$ cat src/hw/rtl/i2p_pkg.sv
// Shared types, token codes and precedence table for the infix-to-postfix block.
// No dependencies; compile first.
package i2p_pkg;

  localparam int unsigned STACK_DEPTH_DEF  = 16;
  localparam int unsigned HANDLE_WIDTH_DEF = 16;

  typedef logic [3:0] kind_t;
  typedef logic [2:0] prec_t;

  localparam kind_t KIND_NUM      = 4'd0;
  localparam kind_t KIND_ID       = 4'd1;
  localparam kind_t KIND_ADD      = 4'd2;
  localparam kind_t KIND_SUB      = 4'd3;
  localparam kind_t KIND_MUL      = 4'd4;
  localparam kind_t KIND_ASSIGN   = 4'd5;
  localparam kind_t KIND_EQ       = 4'd6;
  localparam kind_t KIND_NE       = 4'd7;
  localparam kind_t KIND_OR       = 4'd8;
  localparam kind_t KIND_AND      = 4'd9;
  localparam kind_t KIND_LPAREN   = 4'd10;
  localparam kind_t KIND_RPAREN   = 4'd11;
  localparam kind_t KIND_IF       = 4'd12;
  localparam kind_t KIND_WHILE    = 4'd13;
  localparam kind_t KIND_IGNORE   = 4'd14;
  localparam kind_t KIND_END_MARK = 4'd15;

  // assignment binds tightest here
  function automatic prec_t prec_of(kind_t kind);
    prec_t p;
    unique case (kind)
      KIND_OR:              p = 3'd1;
      KIND_AND:             p = 3'd2;
      KIND_EQ, KIND_NE:     p = 3'd3;
      KIND_ADD, KIND_SUB:   p = 3'd4;
      KIND_MUL:             p = 3'd5;
      KIND_ASSIGN:          p = 3'd6;
      default:              p = 3'd0;
    endcase
    return p;
  endfunction

  typedef enum logic [1:0] {
    KW_NONE,
    KW_IF,
    KW_WHILE
  } kw_e;

  typedef enum logic [1:0] {
    EMIT_TOKEN,
    EMIT_TOP,
    EMIT_KEYWORD
  } emit_src_e;

  typedef enum logic [2:0] {
    CLS_OPERAND,
    CLS_OPERATOR,
    CLS_LPAREN,
    CLS_RPAREN,
    CLS_KEYWORD,
    CLS_OTHER
  } tok_cls_e;

  typedef struct packed {
    logic      in_ready;
    logic      set_kw;
    logic      emit;
    emit_src_e emit_src;
    logic      push;
    logic      drop_top;
    logic      finalize;
  } cmd_t;

  typedef struct packed {
    logic     in_valid;
    tok_cls_e tok_cls;
    logic     tok_end;
    logic     stack_empty;
    logic     top_lparen;
    logic     top_prec_ge;
    logic     kw_pending;
    logic     pend_valid;
    logic     can_emit;
    logic     out_free;
  } sts_t;

endpackage

$ cat src/hw/rtl/i2p_ifs.sv
// Valid/ready channel interfaces for the token input and the postfix output.
// Depends on i2p_pkg for the default handle width.
interface i2p_in_if #(
  parameter int unsigned HANDLE_WIDTH = i2p_pkg::HANDLE_WIDTH_DEF
) ();
  logic                    valid;
  logic                    ready;
  logic [3:0]              token_kind;
  logic [HANDLE_WIDTH-1:0] token_handle;
  logic                    end_of_expr;

  modport source (output valid, token_kind, token_handle, end_of_expr, input ready);
  modport sink   (input valid, token_kind, token_handle, end_of_expr, output ready);
endinterface

interface i2p_out_if #(
  parameter int unsigned HANDLE_WIDTH = i2p_pkg::HANDLE_WIDTH_DEF
) ();
  logic                    valid;
  logic                    ready;
  logic [3:0]              out_kind;
  logic [HANDLE_WIDTH-1:0] out_handle;
  logic                    out_last;
  logic                    stack_overflow;

  modport source (output valid, out_kind, out_handle, out_last, stack_overflow, input ready);
  modport sink   (input valid, out_kind, out_handle, out_last, stack_overflow, output ready);
endinterface

$ cat src/hw/rtl/i2p_datapath.sv
// Datapath: token capture, operator stack, keyword hold, pending result and output register.
// Depends on i2p_pkg and i2p_ifs; driven by i2p_controller through cmd_t/sts_t.
module i2p_datapath #(
  parameter int unsigned STACK_DEPTH  = i2p_pkg::STACK_DEPTH_DEF,
  parameter int unsigned HANDLE_WIDTH = i2p_pkg::HANDLE_WIDTH_DEF
) (
  input  logic          clk_i,
  input  logic          rst_ni,
  i2p_in_if.sink        tok_i,
  i2p_out_if.source     res_o,
  input  i2p_pkg::cmd_t cmd_i,
  output i2p_pkg::sts_t sts_o
);
  import i2p_pkg::*;

  localparam int unsigned CNT_W = $clog2(STACK_DEPTH + 1);
  localparam int unsigned IDX_W = $clog2(STACK_DEPTH);

  // captured token
  kind_t                   tok_kind_q;
  logic [HANDLE_WIDTH-1:0] tok_handle_q;
  logic                    tok_end_q;

  // operator stack
  kind_t                   stk_kind_q   [STACK_DEPTH];
  logic [HANDLE_WIDTH-1:0] stk_handle_q [STACK_DEPTH];
  logic [CNT_W-1:0]        count_q;

  kw_e                     kw_q;
  logic [HANDLE_WIDTH-1:0] kw_handle_q;
  logic                    ovf_q;

  // most recent emission of the current token, held until its last flag is known
  logic                    pend_v_q;
  kind_t                   pend_kind_q;
  logic [HANDLE_WIDTH-1:0] pend_handle_q;

  logic                    out_v_q;
  kind_t                   out_kind_q;
  logic [HANDLE_WIDTH-1:0] out_handle_q;
  logic                    out_last_q;
  logic                    out_ovf_q;

  logic                    capture;
  logic [CNT_W-1:0]        cnt_m1;
  logic [IDX_W-1:0]        top_idx;
  kind_t                   top_kind;
  logic [HANDLE_WIDTH-1:0] top_handle;
  logic                    full;
  logic                    pop;
  logic                    out_free;
  logic                    load_out;
  kind_t                   em_kind;
  logic [HANDLE_WIDTH-1:0] em_handle;
  tok_cls_e                tok_cls;

  assign capture    = cmd_i.in_ready & tok_i.valid;
  assign tok_i.ready = cmd_i.in_ready;

  assign cnt_m1     = count_q - CNT_W'(1);
  assign top_idx    = cnt_m1[IDX_W-1:0];
  assign top_kind   = stk_kind_q[top_idx];
  assign top_handle = stk_handle_q[top_idx];
  assign full       = (count_q == CNT_W'(STACK_DEPTH));
  assign pop        = cmd_i.emit && (cmd_i.emit_src == EMIT_TOP);
  assign out_free   = !out_v_q || res_o.ready;
  assign load_out   = (cmd_i.emit && pend_v_q) || (cmd_i.finalize && (pend_v_q || tok_end_q));

  always_comb begin
    unique case (cmd_i.emit_src)
      EMIT_TOP: begin
        em_kind   = top_kind;
        em_handle = top_handle;
      end
      EMIT_KEYWORD: begin
        em_kind   = (kw_q == KW_IF) ? KIND_IF : KIND_WHILE;
        em_handle = kw_handle_q;
      end
      default: begin
        em_kind   = tok_kind_q;
        em_handle = tok_handle_q;
      end
    endcase
  end

  always_comb begin
    priority if (tok_kind_q == KIND_NUM || tok_kind_q == KIND_ID) begin
      tok_cls = CLS_OPERAND;
    end else if (tok_kind_q >= KIND_ADD && tok_kind_q <= KIND_AND) begin
      tok_cls = CLS_OPERATOR;
    end else if (tok_kind_q == KIND_LPAREN) begin
      tok_cls = CLS_LPAREN;
    end else if (tok_kind_q == KIND_RPAREN) begin
      tok_cls = CLS_RPAREN;
    end else if (tok_kind_q == KIND_IF || tok_kind_q == KIND_WHILE) begin
      tok_cls = CLS_KEYWORD;
    end else begin
      tok_cls = CLS_OTHER;
    end
  end

  always_ff @(posedge clk_i) begin
    if (capture) begin
      tok_kind_q   <= tok_i.token_kind;
      tok_handle_q <= tok_i.token_handle;
      tok_end_q    <= tok_i.end_of_expr;
    end
  end

  always_ff @(posedge clk_i) begin
    if (cmd_i.push && !full) begin
      stk_kind_q[count_q[IDX_W-1:0]]   <= tok_kind_q;
      stk_handle_q[count_q[IDX_W-1:0]] <= tok_handle_q;
    end
  end

  always_ff @(posedge clk_i or negedge rst_ni) begin
    if (!rst_ni) begin
      count_q <= '0;
    end else begin
      if (pop || cmd_i.drop_top) begin
        count_q <= cnt_m1;
      end else if (cmd_i.push && !full) begin
        count_q <= count_q + CNT_W'(1);
      end
    end
  end

  always_ff @(posedge clk_i or negedge rst_ni) begin
    if (!rst_ni) begin
      kw_q        <= KW_NONE;
      kw_handle_q <= '0;
      ovf_q       <= 1'b0;
    end else begin
      if (cmd_i.finalize && tok_end_q) begin
        kw_q        <= KW_NONE;
        kw_handle_q <= '0;
        ovf_q       <= 1'b0;
      end else begin
        if (cmd_i.set_kw) begin
          kw_q        <= (tok_kind_q == KIND_IF) ? KW_IF : KW_WHILE;
          kw_handle_q <= tok_handle_q;
        end else if (cmd_i.emit && cmd_i.emit_src == EMIT_KEYWORD) begin
          kw_q <= KW_NONE;
        end
        if (cmd_i.push && full) begin
          ovf_q <= 1'b1;
        end
      end
    end
  end

  always_ff @(posedge clk_i or negedge rst_ni) begin
    if (!rst_ni) begin
      pend_v_q <= 1'b0;
    end else if (cmd_i.emit) begin
      pend_v_q <= 1'b1;
    end else if (cmd_i.finalize) begin
      pend_v_q <= 1'b0;
    end
  end

  always_ff @(posedge clk_i) begin
    if (cmd_i.emit) begin
      pend_kind_q   <= em_kind;
      pend_handle_q <= em_handle;
    end
  end

  always_ff @(posedge clk_i or negedge rst_ni) begin
    if (!rst_ni) begin
      out_v_q <= 1'b0;
    end else if (load_out) begin
      out_v_q <= 1'b1;
    end else if (res_o.ready) begin
      out_v_q <= 1'b0;
    end
  end

  // empty transaction: end mark goes out directly
  always_ff @(posedge clk_i) begin
    if (load_out) begin
      out_ovf_q <= ovf_q;
      if (cmd_i.finalize && !pend_v_q) begin
        out_kind_q   <= KIND_END_MARK;
        out_handle_q <= '0;
        out_last_q   <= 1'b1;
      end else begin
        out_kind_q   <= pend_kind_q;
        out_handle_q <= pend_handle_q;
        out_last_q   <= cmd_i.finalize && tok_end_q;
      end
    end
  end

  assign res_o.valid          = out_v_q;
  assign res_o.out_kind       = out_kind_q;
  assign res_o.out_handle     = out_handle_q;
  assign res_o.out_last       = out_last_q;
  assign res_o.stack_overflow = out_ovf_q;

  always_comb begin
    sts_o.in_valid    = tok_i.valid;
    sts_o.tok_cls     = tok_cls;
    sts_o.tok_end     = tok_end_q;
    sts_o.stack_empty = (count_q == '0);
    sts_o.top_lparen  = (top_kind == KIND_LPAREN);
    sts_o.top_prec_ge = (prec_of(top_kind) >= prec_of(tok_kind_q));
    sts_o.kw_pending  = (kw_q != KW_NONE);
    sts_o.pend_valid  = pend_v_q;
    sts_o.can_emit    = !pend_v_q || out_free;
    sts_o.out_free    = out_free;
  end

endmodule

$ cat src/hw/rtl/i2p_controller.sv
// Sequencer for the shunting-yard steps: token dispatch, pop loop, end flush, finish.
// Depends on i2p_pkg; talks to i2p_datapath only through cmd_t and sts_t.
module i2p_controller (
  input  logic          clk_i,
  input  logic          rst_ni,
  input  i2p_pkg::sts_t sts_i,
  output i2p_pkg::cmd_t cmd_o
);
  import i2p_pkg::*;

  localparam logic [2:0] S_IDLE  = 3'd0;
  localparam logic [2:0] S_TOKEN = 3'd1;
  localparam logic [2:0] S_POP   = 3'd2;
  localparam logic [2:0] S_FLUSH = 3'd3;
  localparam logic [2:0] S_FINAL = 3'd4;

  logic [2:0] state_q;
  logic [2:0] state_d;
  logic [2:0] after_tok;
  logic       pop_more;

  assign after_tok = sts_i.tok_end ? S_FLUSH : S_FINAL;
  // ')' pops down to '(' regardless of precedence
  assign pop_more  = !sts_i.stack_empty && !sts_i.top_lparen &&
                     (sts_i.tok_cls == CLS_RPAREN || sts_i.top_prec_ge);

  always_comb begin
    cmd_o   = '0;
    state_d = state_q;
    unique case (state_q)
      S_IDLE: begin
        cmd_o.in_ready = 1'b1;
        if (sts_i.in_valid) begin
          state_d = S_TOKEN;
        end
      end
      S_TOKEN: begin
        unique case (sts_i.tok_cls)
          CLS_OPERAND: begin
            if (sts_i.can_emit) begin
              cmd_o.emit     = 1'b1;
              cmd_o.emit_src = EMIT_TOKEN;
              state_d        = after_tok;
            end
          end
          CLS_KEYWORD: begin
            cmd_o.set_kw = 1'b1;
            state_d      = after_tok;
          end
          CLS_LPAREN: begin
            cmd_o.push = 1'b1;
            state_d    = after_tok;
          end
          CLS_OPERATOR, CLS_RPAREN: begin
            state_d = S_POP;
          end
          default: begin
            state_d = after_tok;
          end
        endcase
      end
      S_POP: begin
        if (pop_more) begin
          if (sts_i.can_emit) begin
            cmd_o.emit     = 1'b1;
            cmd_o.emit_src = EMIT_TOP;
          end
        end else begin
          if (sts_i.tok_cls == CLS_OPERATOR) begin
            cmd_o.push = 1'b1;
          end else if (!sts_i.stack_empty) begin
            cmd_o.drop_top = 1'b1;
          end
          state_d = after_tok;
        end
      end
      S_FLUSH: begin
        if (!sts_i.stack_empty) begin
          if (sts_i.can_emit) begin
            cmd_o.emit     = 1'b1;
            cmd_o.emit_src = EMIT_TOP;
          end
        end else if (sts_i.kw_pending) begin
          if (sts_i.can_emit) begin
            cmd_o.emit     = 1'b1;
            cmd_o.emit_src = EMIT_KEYWORD;
          end
        end else begin
          state_d = S_FINAL;
        end
      end
      S_FINAL: begin
        if (sts_i.out_free || !(sts_i.pend_valid || sts_i.tok_end)) begin
          cmd_o.finalize = 1'b1;
          state_d        = S_IDLE;
        end
      end
      default: begin
        state_d = S_IDLE;
      end
    endcase
  end

  always_ff @(posedge clk_i or negedge rst_ni) begin
    if (!rst_ni) begin
      state_q <= S_IDLE;
    end else begin
      state_q <= state_d;
    end
  end

endmodule

$ cat src/hw/rtl/infix_to_postfix_converter.sv
// Channel    Dir  Payload                                          Handshake
// tok_i      in   token_kind, token_handle, end_of_expr           valid/ready
// res_o      out  out_kind, out_handle, out_last, stack_overflow  valid/ready
//
// One token at a time: accept, dispatch, finish for an operand, '(' or keyword; an operator
// or ')' also passes through the pop loop, which pops while it must and then pushes or discards;
// an end token adds the flush step, which emits each stacked entry and then the held keyword.
// Reset clears stack count, keyword, overflow flag and all valid flags; no clearing pass.
// A stalled result register holds the sequencer at an emit or finish step that must load it, until res_o.ready returns.
// Top level of the infix-to-postfix converter; depends on i2p_pkg, i2p_ifs,
// i2p_controller and i2p_datapath.
module infix_to_postfix_converter #(
  parameter int unsigned STACK_DEPTH  = i2p_pkg::STACK_DEPTH_DEF,
  parameter int unsigned HANDLE_WIDTH = i2p_pkg::HANDLE_WIDTH_DEF
) (
  input  logic      clk_i,
  input  logic      rst_ni,
  i2p_in_if.sink    tok_i,
  i2p_out_if.source res_o
);
  import i2p_pkg::*;

  cmd_t cmd;
  sts_t sts;

  i2p_controller u_ctrl (
    .clk_i  (clk_i),
    .rst_ni (rst_ni),
    .sts_i  (sts),
    .cmd_o  (cmd)
  );

  i2p_datapath #(
    .STACK_DEPTH  (STACK_DEPTH),
    .HANDLE_WIDTH (HANDLE_WIDTH)
  ) u_dp (
    .clk_i  (clk_i),
    .rst_ni (rst_ni),
    .tok_i  (tok_i),
    .res_o  (res_o),
    .cmd_i  (cmd),
    .sts_o  (sts)
  );

endmodule

$ cat src/flat_wrapper.sv
// flat-port wrapper written by rule: the top's interface ports become plain ports
module infix_to_postfix_converter_flat import i2p_pkg::*;
#(
  parameter int unsigned STACK_DEPTH  = i2p_pkg::STACK_DEPTH_DEF,
  parameter int unsigned HANDLE_WIDTH = i2p_pkg::HANDLE_WIDTH_DEF
)
  (clk_i, rst_ni, tok_i_valid, tok_i_token_kind, tok_i_token_handle, tok_i_end_of_expr, tok_i_ready, res_o_valid, res_o_out_kind, res_o_out_handle, res_o_out_last, res_o_stack_overflow, res_o_ready);
  i2p_in_if #(.HANDLE_WIDTH(HANDLE_WIDTH)) tok_i_i ();
  i2p_out_if #(.HANDLE_WIDTH(HANDLE_WIDTH)) res_o_i ();
  input  logic clk_i;
  input  logic rst_ni;
  input wire logic [$bits(tok_i_i.valid)-1:0] tok_i_valid;
  input wire logic [$bits(tok_i_i.token_kind)-1:0] tok_i_token_kind;
  input wire logic [$bits(tok_i_i.token_handle)-1:0] tok_i_token_handle;
  input wire logic [$bits(tok_i_i.end_of_expr)-1:0] tok_i_end_of_expr;
  output wire logic [$bits(tok_i_i.ready)-1:0] tok_i_ready;
  output wire logic [$bits(res_o_i.valid)-1:0] res_o_valid;
  output wire logic [$bits(res_o_i.out_kind)-1:0] res_o_out_kind;
  output wire logic [$bits(res_o_i.out_handle)-1:0] res_o_out_handle;
  output wire logic [$bits(res_o_i.out_last)-1:0] res_o_out_last;
  output wire logic [$bits(res_o_i.stack_overflow)-1:0] res_o_stack_overflow;
  input wire logic [$bits(res_o_i.ready)-1:0] res_o_ready;
  assign tok_i_i.valid = tok_i_valid;
  assign tok_i_i.token_kind = tok_i_token_kind;
  assign tok_i_i.token_handle = tok_i_token_handle;
  assign tok_i_i.end_of_expr = tok_i_end_of_expr;
  assign tok_i_ready = tok_i_i.ready;
  assign res_o_valid = res_o_i.valid;
  assign res_o_out_kind = res_o_i.out_kind;
  assign res_o_out_handle = res_o_i.out_handle;
  assign res_o_out_last = res_o_i.out_last;
  assign res_o_stack_overflow = res_o_i.stack_overflow;
  assign res_o_i.ready = res_o_ready;
  infix_to_postfix_converter #(.STACK_DEPTH(STACK_DEPTH), .HANDLE_WIDTH(HANDLE_WIDTH)) u_core (.clk_i(clk_i), .rst_ni(rst_ni), .tok_i(tok_i_i), .res_o(res_o_i));
endmodule
$ cat config.mk
export PLATFORM = sky130hd
export DESIGN_NAME = infix_to_postfix_converter_flat
export DESIGN_NICKNAME = d
export VERILOG_FILES = /design/src/hw/rtl/i2p_pkg.sv /design/src/hw/rtl/i2p_ifs.sv /design/src/hw/rtl/i2p_datapath.sv /design/src/hw/rtl/i2p_controller.sv /design/src/hw/rtl/infix_to_postfix_converter.sv /design/src/flat_wrapper.sv
export SDC_FILE = /design/constraint.sdc
export NUM_CORES = 1
export LEC_CHECK = 0
export BUFFER_PORTS_ARGS = -buffer_cell sky130_fd_sc_hd__buf_2
export CAP_MARGIN = 20
export CORE_MARGIN = 4
export CORE_UTILIZATION = 40
export DETAILED_ROUTE_END_ITERATION = 10
export PLACE_DENSITY = 0.53
export SLEW_MARGIN = 20
export SYNTH_ARGS = -nofsm -noshare
export SYNTH_HDL_FRONTEND = slang
export SYNTH_SLANG_ARGS = --single-unit
$ cat constraint.sdc
create_clock -name clk_i -period 7.4 [get_ports clk_i]
set_clock_uncertainty 0.2 [all_clocks]
set_input_delay 0.74 -clock clk_i [delete_from_list [all_inputs] [get_ports clk_i]]
set_output_delay 0.74 -clock clk_i [all_outputs]
set_load 0.05 [all_outputs]
After elaboration in Yosys (flattened, before gate mapping) --
Memories as Yosys holds them, arrays and structs flattened. A register that Yosys moved wholly into a read port is not among the register bits. Cells that the tools add are included.
Operators by class: add/sub/neg operators 2, equal/unequal tests 24, order comparisons 3, bitwise gates (word level) 1, mux-type cells 54, reduce and logical (&&, ||, !) cells 39
Operator list (count):
- 2-to-1 mux 3 bit | 18
- 2-to-1 mux 16 bit | 2
- one-hot mux 16 bit (2 select lines) | 1
- equality test 4 bit (second input constant) | 5
- 2-to-1 mux 1 bit | 20
- one-hot mux 3 bit (5 select lines) | 1
- equality test 3 x 2 -> 1 bit (second input constant) | 4
- nonzero test 2 bit | 6
- logical AND 1 bit | 11
- 2-to-1 mux 2 bit | 5
- 2-to-1 mux 5 bit | 2
- inequality test 2 bit (second input constant) | 5
- logical OR 1 bit | 9
- one-hot mux 3 bit (3 select lines) | 1
- one-hot mux 4 bit (2 select lines) | 1
- equality test 3 x 1 -> 1 bit (second input constant) | 2
- equality test 3 bit (second input constant) | 2
- logical NOT 1 bit | 6
- logical NOT 3 bit | 2
- one-hot mux 3 bit (2 select lines) | 1
- AND reduction 6 bit | 1
- adder 5 x 1 -> 5 bit (second input constant) | 1
- equality test 5 bit (second input constant) | 1
- logical NOT 5 bit | 1
- other kinds (14) | 15
Storage, ports and cells: memories kept 4, flip-flop bits (word level) 92, RAM bits 320, bits in read-only memories 96
Memories:
- u_core.u_dp.stk_handle_q | depth 16, width 16, rd ports 1, clocked after Yosys merged registers in 0, wr ports 1, line i2p_datapath.sv:26 | logic [HANDLE_WIDTH-1:0] stk_handle_q [STACK_DEPTH];
- u_core.u_dp.stk_kind_q | depth 16, width 4, rd ports 1, clocked after Yosys merged registers in 0, wr ports 1, line i2p_datapath.sv:25 | kind_t stk_kind_q [STACK_DEPTH];
- (no name shown) | depth 16, width 3, rd ports 1, clocked after Yosys merged registers in 0, wr ports 0, line i2p_pkg.sv:31 | unique case (kind)
- (no name shown) | depth 16, width 3, rd ports 1, clocked after Yosys merged registers in 1, wr ports 0, line i2p_pkg.sv:31

Longest topological paths before layout --
depth in word-level cells 17, depth in mapped cells 29

By module --
Synthesis repeated with hierarchy kept, for this count alone.
Second synthesis, totals: cell total of the unflattened synthesis 896, area total of the unflattened synthesis 16753.6 µm²
Modules (own cells, without submodules):
- i2p_datapath | seq. area each 12211.7 µm², instances 1, area each 16304.4 µm², cells each 841
- i2p_controller | seq. area each 75.1 µm², instances 1, area each 449.2 µm², cells each 55

Worst setup path after synthesis --
No wires, ideal clock.
path type register to register, start point reg u_core.u_dp.count_q[0], end point mem u_core.u_dp.stk_handle_q[2][0] (netlist bit), enable pin, data arrival time 5077 ps, clock period less this slack 5699 ps, slack 1701 ps, data required time 6778 ps, cell stages (with the launch flop) 24, buffers on the path 3, path through dfrtp_1 -> buf_2 -> inv_1 -> ha_1 -> xnor2_2 -> clkbuf_1 -> nand2_1 -> a32oi_1 -> o2bb2ai_1 -> inv_1 -> nand2_1 -> nor2_1 -> a21oi_1 -> ha_1 -> inv_1 -> a21boi_0 -> o21ai_0 -> a21oi_1 -> o41ai_4 -> a31o_2 -> and2_1 -> buf_4 -> nand2_2 -> nor3_1
On the way: longest elaborated chain between the ends 11, elaborated cells on any way between the ends 18
Ends and longest elaborated chain:
- from (decl) | line i2p_datapath.sv:27 | logic [CNT_W-1:0] count_q;
- from (signal assigned) | line i2p_datapath.sv:122 | count_q <= cnt_m1;
- from (signal assigned) | line i2p_datapath.sv:124 | count_q <= count_q + CNT_W'(1);
- subtractor 5 x 1 -> 5 bit | line i2p_datapath.sv:60 | assign cnt_m1 = count_q - CNT_W'(1);
- memory (16 x 4 bit)
- memory (16 x 3 bit) or equality test 4 bit (tied branches)
- greater-or-equal comparator 3 bit or logical NOT 1 bit (tied branches) | line i2p_datapath.sv:208, i2p_controller.sv:24
- logical OR 1 bit or logical AND 1 bit (tied branches) | line i2p_controller.sv:25, i2p_controller.sv:24
- logical AND 1 bit | line i2p_controller.sv:24 | assign pop_more = !sts_i.stack_empty && !sts_i.top_lparen &&
- 2-to-1 mux 2 bit | line i2p_controller.sv:63 | if (pop_more) begin
- one-hot mux 1 bit (2 select lines) | line i2p_controller.sv:30 | unique case (state_q)
- logical AND 1 bit | line i2p_datapath.sv:111 | if (cmd_i.push && !full) begin
- 2-to-1 mux 1 bit | line i2p_datapath.sv:111
- 2-to-1 mux 1 bit (not written as such) | line i2p_datapath.sv:113 | stk_handle_q[count_q[IDX_W-1:0]] <= tok_handle_q;
- to (decl) | line i2p_datapath.sv:26
Parallel ways exist; a longest one is shown, timed or not.

Worst setup path in the final report --
start point reg u_core.u_dp.count_q[0], end point reg u_core.u_dp.pend_kind_q[0], data pin
On the way: longest elaborated chain between the ends 10, elaborated cells on any way between the ends 17
Ends and longest elaborated chain:
- subtractor 5 x 1 -> 5 bit | line i2p_datapath.sv:60
- memory (16 x 4 bit)
- memory (16 x 3 bit) or equality test 4 bit (tied branches)
- greater-or-equal comparator 3 bit or logical NOT 1 bit (tied branches) | line i2p_datapath.sv:208, i2p_controller.sv:24
- logical OR 1 bit or logical AND 1 bit (tied branches) | line i2p_controller.sv:25, i2p_controller.sv:24
- logical AND 1 bit | line i2p_controller.sv:24
- 2-to-1 mux 3 bit | line i2p_controller.sv:63
- one-hot mux 3 bit (3 select lines) | line i2p_controller.sv:30
- equality test 2 bit or equality test 2 x 1 -> 1 bit (tied branches) | line i2p_datapath.sv:70 | unique case (cmd_i.emit_src)
- one-hot mux 4 bit (2 select lines) (*) | line i2p_datapath.sv:70
- net u_core.u_dp.em_kind[0] | line i2p_datapath.sv:53 | kind_t em_kind;
- to (signal assigned) | line i2p_datapath.sv:165 | pend_kind_q <= em_kind;
- to (decl) | line i2p_datapath.sv:35 | kind_t pend_kind_q;
Mark *: on every way through the listed nets, which the timed path passes. The rest lies on a longest branch. A chain may end at the register's enable or synchronous reset.

==> run summary <==
startpoint types: flop
# diodes: 0
DRC viols: 0
Setup Buffers After CTS: 0
syn avg cell area: 16.71 sq um
Max Fclk: 164.1 MHz
distinct cell type count after synthesis: 57
largest net degree at the start of global routing: 42
Synth Cell Area: 0.01666 sq mm
grt total ovfl: 0
total die area: 0.04498 sq mm
yosys warns: 0
number of global-route vias before repair: 9098
clock slew at reported path FFs: 0.06 ns
Initial Util: 40.62%
Total Wirelength: 38940 um
final setup vio count: 0
Slew Limit Fails: 0
ys async rst share: 6.988%
CTS tree: built
final antenna-violating net count: 0
most common cell in the netlist: edfxtp_1
drt via density: 5.385
DP HPWL: 23180 um
Core Box Area: 0.04102 sq mm
fin util: 46.88%
final cycle utilization of the critical path: 82.37%
CP max FO: 22
H-tree depth: 2
number of synthesized flops with an enable pin: 383
Total Power: 8.982 mW
Worst EP arrival: 6.18 ns
sequential area share after synthesis: 73.75%
final worst slack: 1.305 ns
RR Endpoint: u_core.u_dp.pend_kind_q[0]$_DFFE_PP_
setup TNS: 0 ns
fraction of layout cells with a size suffix above 1: 23.27%
leading area contributor after synthesis: edfxtp_1
status: complete, no violations
RSZ-0062 raised after global routing: no
NumNets Final: 1114
worst r2r src: u_core.u_dp.count_q[0]$_DFFE_PN0P_
Hold Violations, Final: 0
Clock Sinks: 415
wire per inst: 23.67 um
Setup Slack @ Placement: 1.238 ns
CTS Root Buffer Type: clkbuf_16
chip height: 212.1 um
Slew HR: 30.23%
Iteration-0 DRC Markers: 797
syn nets: 1033
Rows: 74
post-synthesis cell count: 997
Min Clock Period, post-route: 6.095 ns
commonest cells in the netlist: 383 x edfxtp_1, 154 x nand2_1, 69 x mux4_2
Crit Path Category: flop to flop
global-route wire length before repair: 58510 um
Worst-Skew Late Latency: 0.56 ns
gr usage total: 17.52%
cts bufs inserted: 45
chip width: 212.1 um
Pleak: 6.543 nW
# IOs: 49
via count: 8859
Slew @ Worst Pin: 1.047 ns
Worst R2R Setup Slack: 1.30 ns
cells on worst reg2reg path: 21
clock tree buffer depth: 3
Yosys reg bits: 415
initial antenna violation count: 6
worst min path class: input pin to asynchronous set/reset pin
Critical Path RT: 7.49 ns
cts repair resizes: 0
PwrDens: 467.2 mW/mm^2
hold_buf cts: 0
MaxCap Viol Count: 0
ys flop type: edfxtp_1
gpl congestion: 0.8061
TritonRoute pass-1 iters: 5
port buffer count: 48
largest cells by area after synthesis: edfxtp_1 69%, mux4_2 9.3%, dfrtp_1 4.4%
nature of the critical path endpoint: flop
VDD IR max: 0.0002418 V
Area Growth Syn to Fin: 15.40%
share of the synthesized area in the top cell type: 69.03%
routing by layer:
layer	track usage, %	wire (um)	vias up
met3	2.627	1807	51
met2	27.13	17950	221
met4	5.366	872	0
met1	25.94	18310	4573
met5	0	0	-
li1	-	-	4014
layout by cell type (no fill, tap or decap), types with 3 or more instances in the layout:
| cell | n |
|---|---|
| a21oi_1 | 11 |
| a221oi_1 | 4 |
| a31o_2 | 3 |
| a31oi_1 | 4 |
| a32oi_1 | 17 |
| and2_1 | 5 |
| and3_1 | 4 |
| buf_2 | 48 |
| buf_4 | 36 |
| bufinv_16 | 5 |
| clkbuf_1 | 11 |
| clkbuf_16 | 46 |
| clkbuf_8 | 5 |
| clkinv_1 | 4 |
| clkinv_2 | 7 |
| dfrtp_1 | 28 |
| dfxtp_1 | 3 |
| edfxtp_1 | 383 |
| ha_1 | 10 |
| inv_1 | 13 |
| mux2i_1 | 24 |
| mux4_2 | 69 |
| nand2_1 | 154 |
| nand2b_1 | 9 |
| nand3_1 | 42 |
| nor2_1 | 25 |
| nor2_2 | 15 |
| nor2b_1 | 21 |
| nor3_1 | 4 |
| nor3_2 | 3 |
| o21a_1 | 3 |
| o21ai_0 | 44 |
| o31ai_1 | 3 |
| or2_2 | 5 |
| xnor2_1 | 5 |
cells by family (layout without fill, tap and decap cells):
group	count (synthesis)	in the layout	synth area share, %
simple gates	295	295	7.825
xor+xnor	11	11	0.7360
fa+ha+maj	11	11	0.8261
flops	415	415	73.75
buf+inv	63	179	1.570
compound gates	109	109	4.528
mux	93	93	10.77
power by group:
part	total, mW	internal (mW)	switching, mW
Sequential	3.35	3.06	0.293
Combinational	3.37	1.24	2.13
Clock	2.26	1.37	0.891
state kept, by name, summed over array words and instances, names as in the netlist, named ones only:
signal / cells
u_core.u_dp.res_o.valid: 1
u_core.u_dp.res_o.out_last: 1
u_core.u_dp.res_o.out_handle: 16
u_core.u_dp.pend_kind_q: 4
u_core.u_dp.kw_handle_q: 16
u_core.u_dp.pend_v_q: 1
u_core.u_ctrl.state_q: 3
u_core.u_dp.stk_kind_q: 64
u_core.u_dp.kw_q: 2
u_core.u_dp.res_o.out_kind: 4
u_core.u_dp.tok_end_q: 1
u_core.u_dp.count_q: 5
u_core.u_dp.tok_handle_q: 16
u_core.u_dp.pend_handle_q: 16
u_core.u_dp.tok_kind_q: 4
u_core.u_dp.ovf_q: 1
u_core.u_dp.stk_handle_q: 256
u_core.u_dp.res_o.stack_overflow: 1
metrics by stage:
stage | hold WS, ns | std cells | instance area [sq um]
global route | 0.1361 | 1645 | 19230
CTS | 0.08962 | 1645 | 19220
floorplan | 0.2258 | 997 | 16660
global placement | 0.2492 | 1563 | 17720
finish | 0.08819 | 1645 | 19230
detailed placement | 0.2466 | 1563 | 17720
final cells by class:
class                      instances  area, sq um
fill                            3553        21790
sequential                       415        12290
multi-input combinational        519         4210
clock buffer                      62         1261
tap                              532        665.6
timing repair buffer              84        510.5
clock inverter                    20        240.2
inverter                          13        48.80
worst max path at each step:
stage / from / endpoint / slack [ns] / cells past startpoint
2_1_floorplan: u_core.u_dp.count_q[0]$_DFFE_PN0P_ / u_core.u_dp.stk_handle_q[2][0]$_DFFE_PP_ / 1.70 / 23
3_3_place_gp: u_core.u_dp.count_q[0]$_DFFE_PN0P_ / u_core.u_dp.pend_kind_q[0]$_DFFE_PP_ / 1.34 / 21
3_5_place_dp: u_core.u_dp.count_q[0]$_DFFE_PN0P_ / u_core.u_dp.pend_kind_q[0]$_DFFE_PP_ / 1.24 / 21
4_1_cts: u_core.u_dp.count_q[0]$_DFFE_PN0P_ / u_core.u_dp.pend_kind_q[0]$_DFFE_PP_ / 1.21 / 21
5_1_grt: u_core.u_dp.count_q[0]$_DFFE_PN0P_ / u_core.u_dp.pend_kind_q[0]$_DFFE_PP_ / 0.73 / 21
6_report: u_core.u_dp.count_q[0]$_DFFE_PN0P_ / u_core.u_dp.pend_kind_q[0]$_DFFE_PP_ / 1.30 / 21
critical path, cell delays in order (launching register included):
cell	delay [ns]
dfrtp_4	0.64
inv_1	0.26
ha_1	0.45
xor2_4	0.63
mux2i_1	0.26
a221oi_1	0.09
a31oi_1	0.59
nand2_1	0.14
nor2_1	0.12
a21oi_1	0.06
ha_1	0.28
inv_1	0.03
a21boi_0	0.13
o21ai_0	0.09
a21oi_1	0.21
o41ai_4	0.16
o21ai_0	0.16
and2_1	0.19
inv_1	0.06
ha_1	0.53
a221oi_1	0.43
a21oi_1	0.08
No activity file was read; power rests on OpenSTA's default activity.
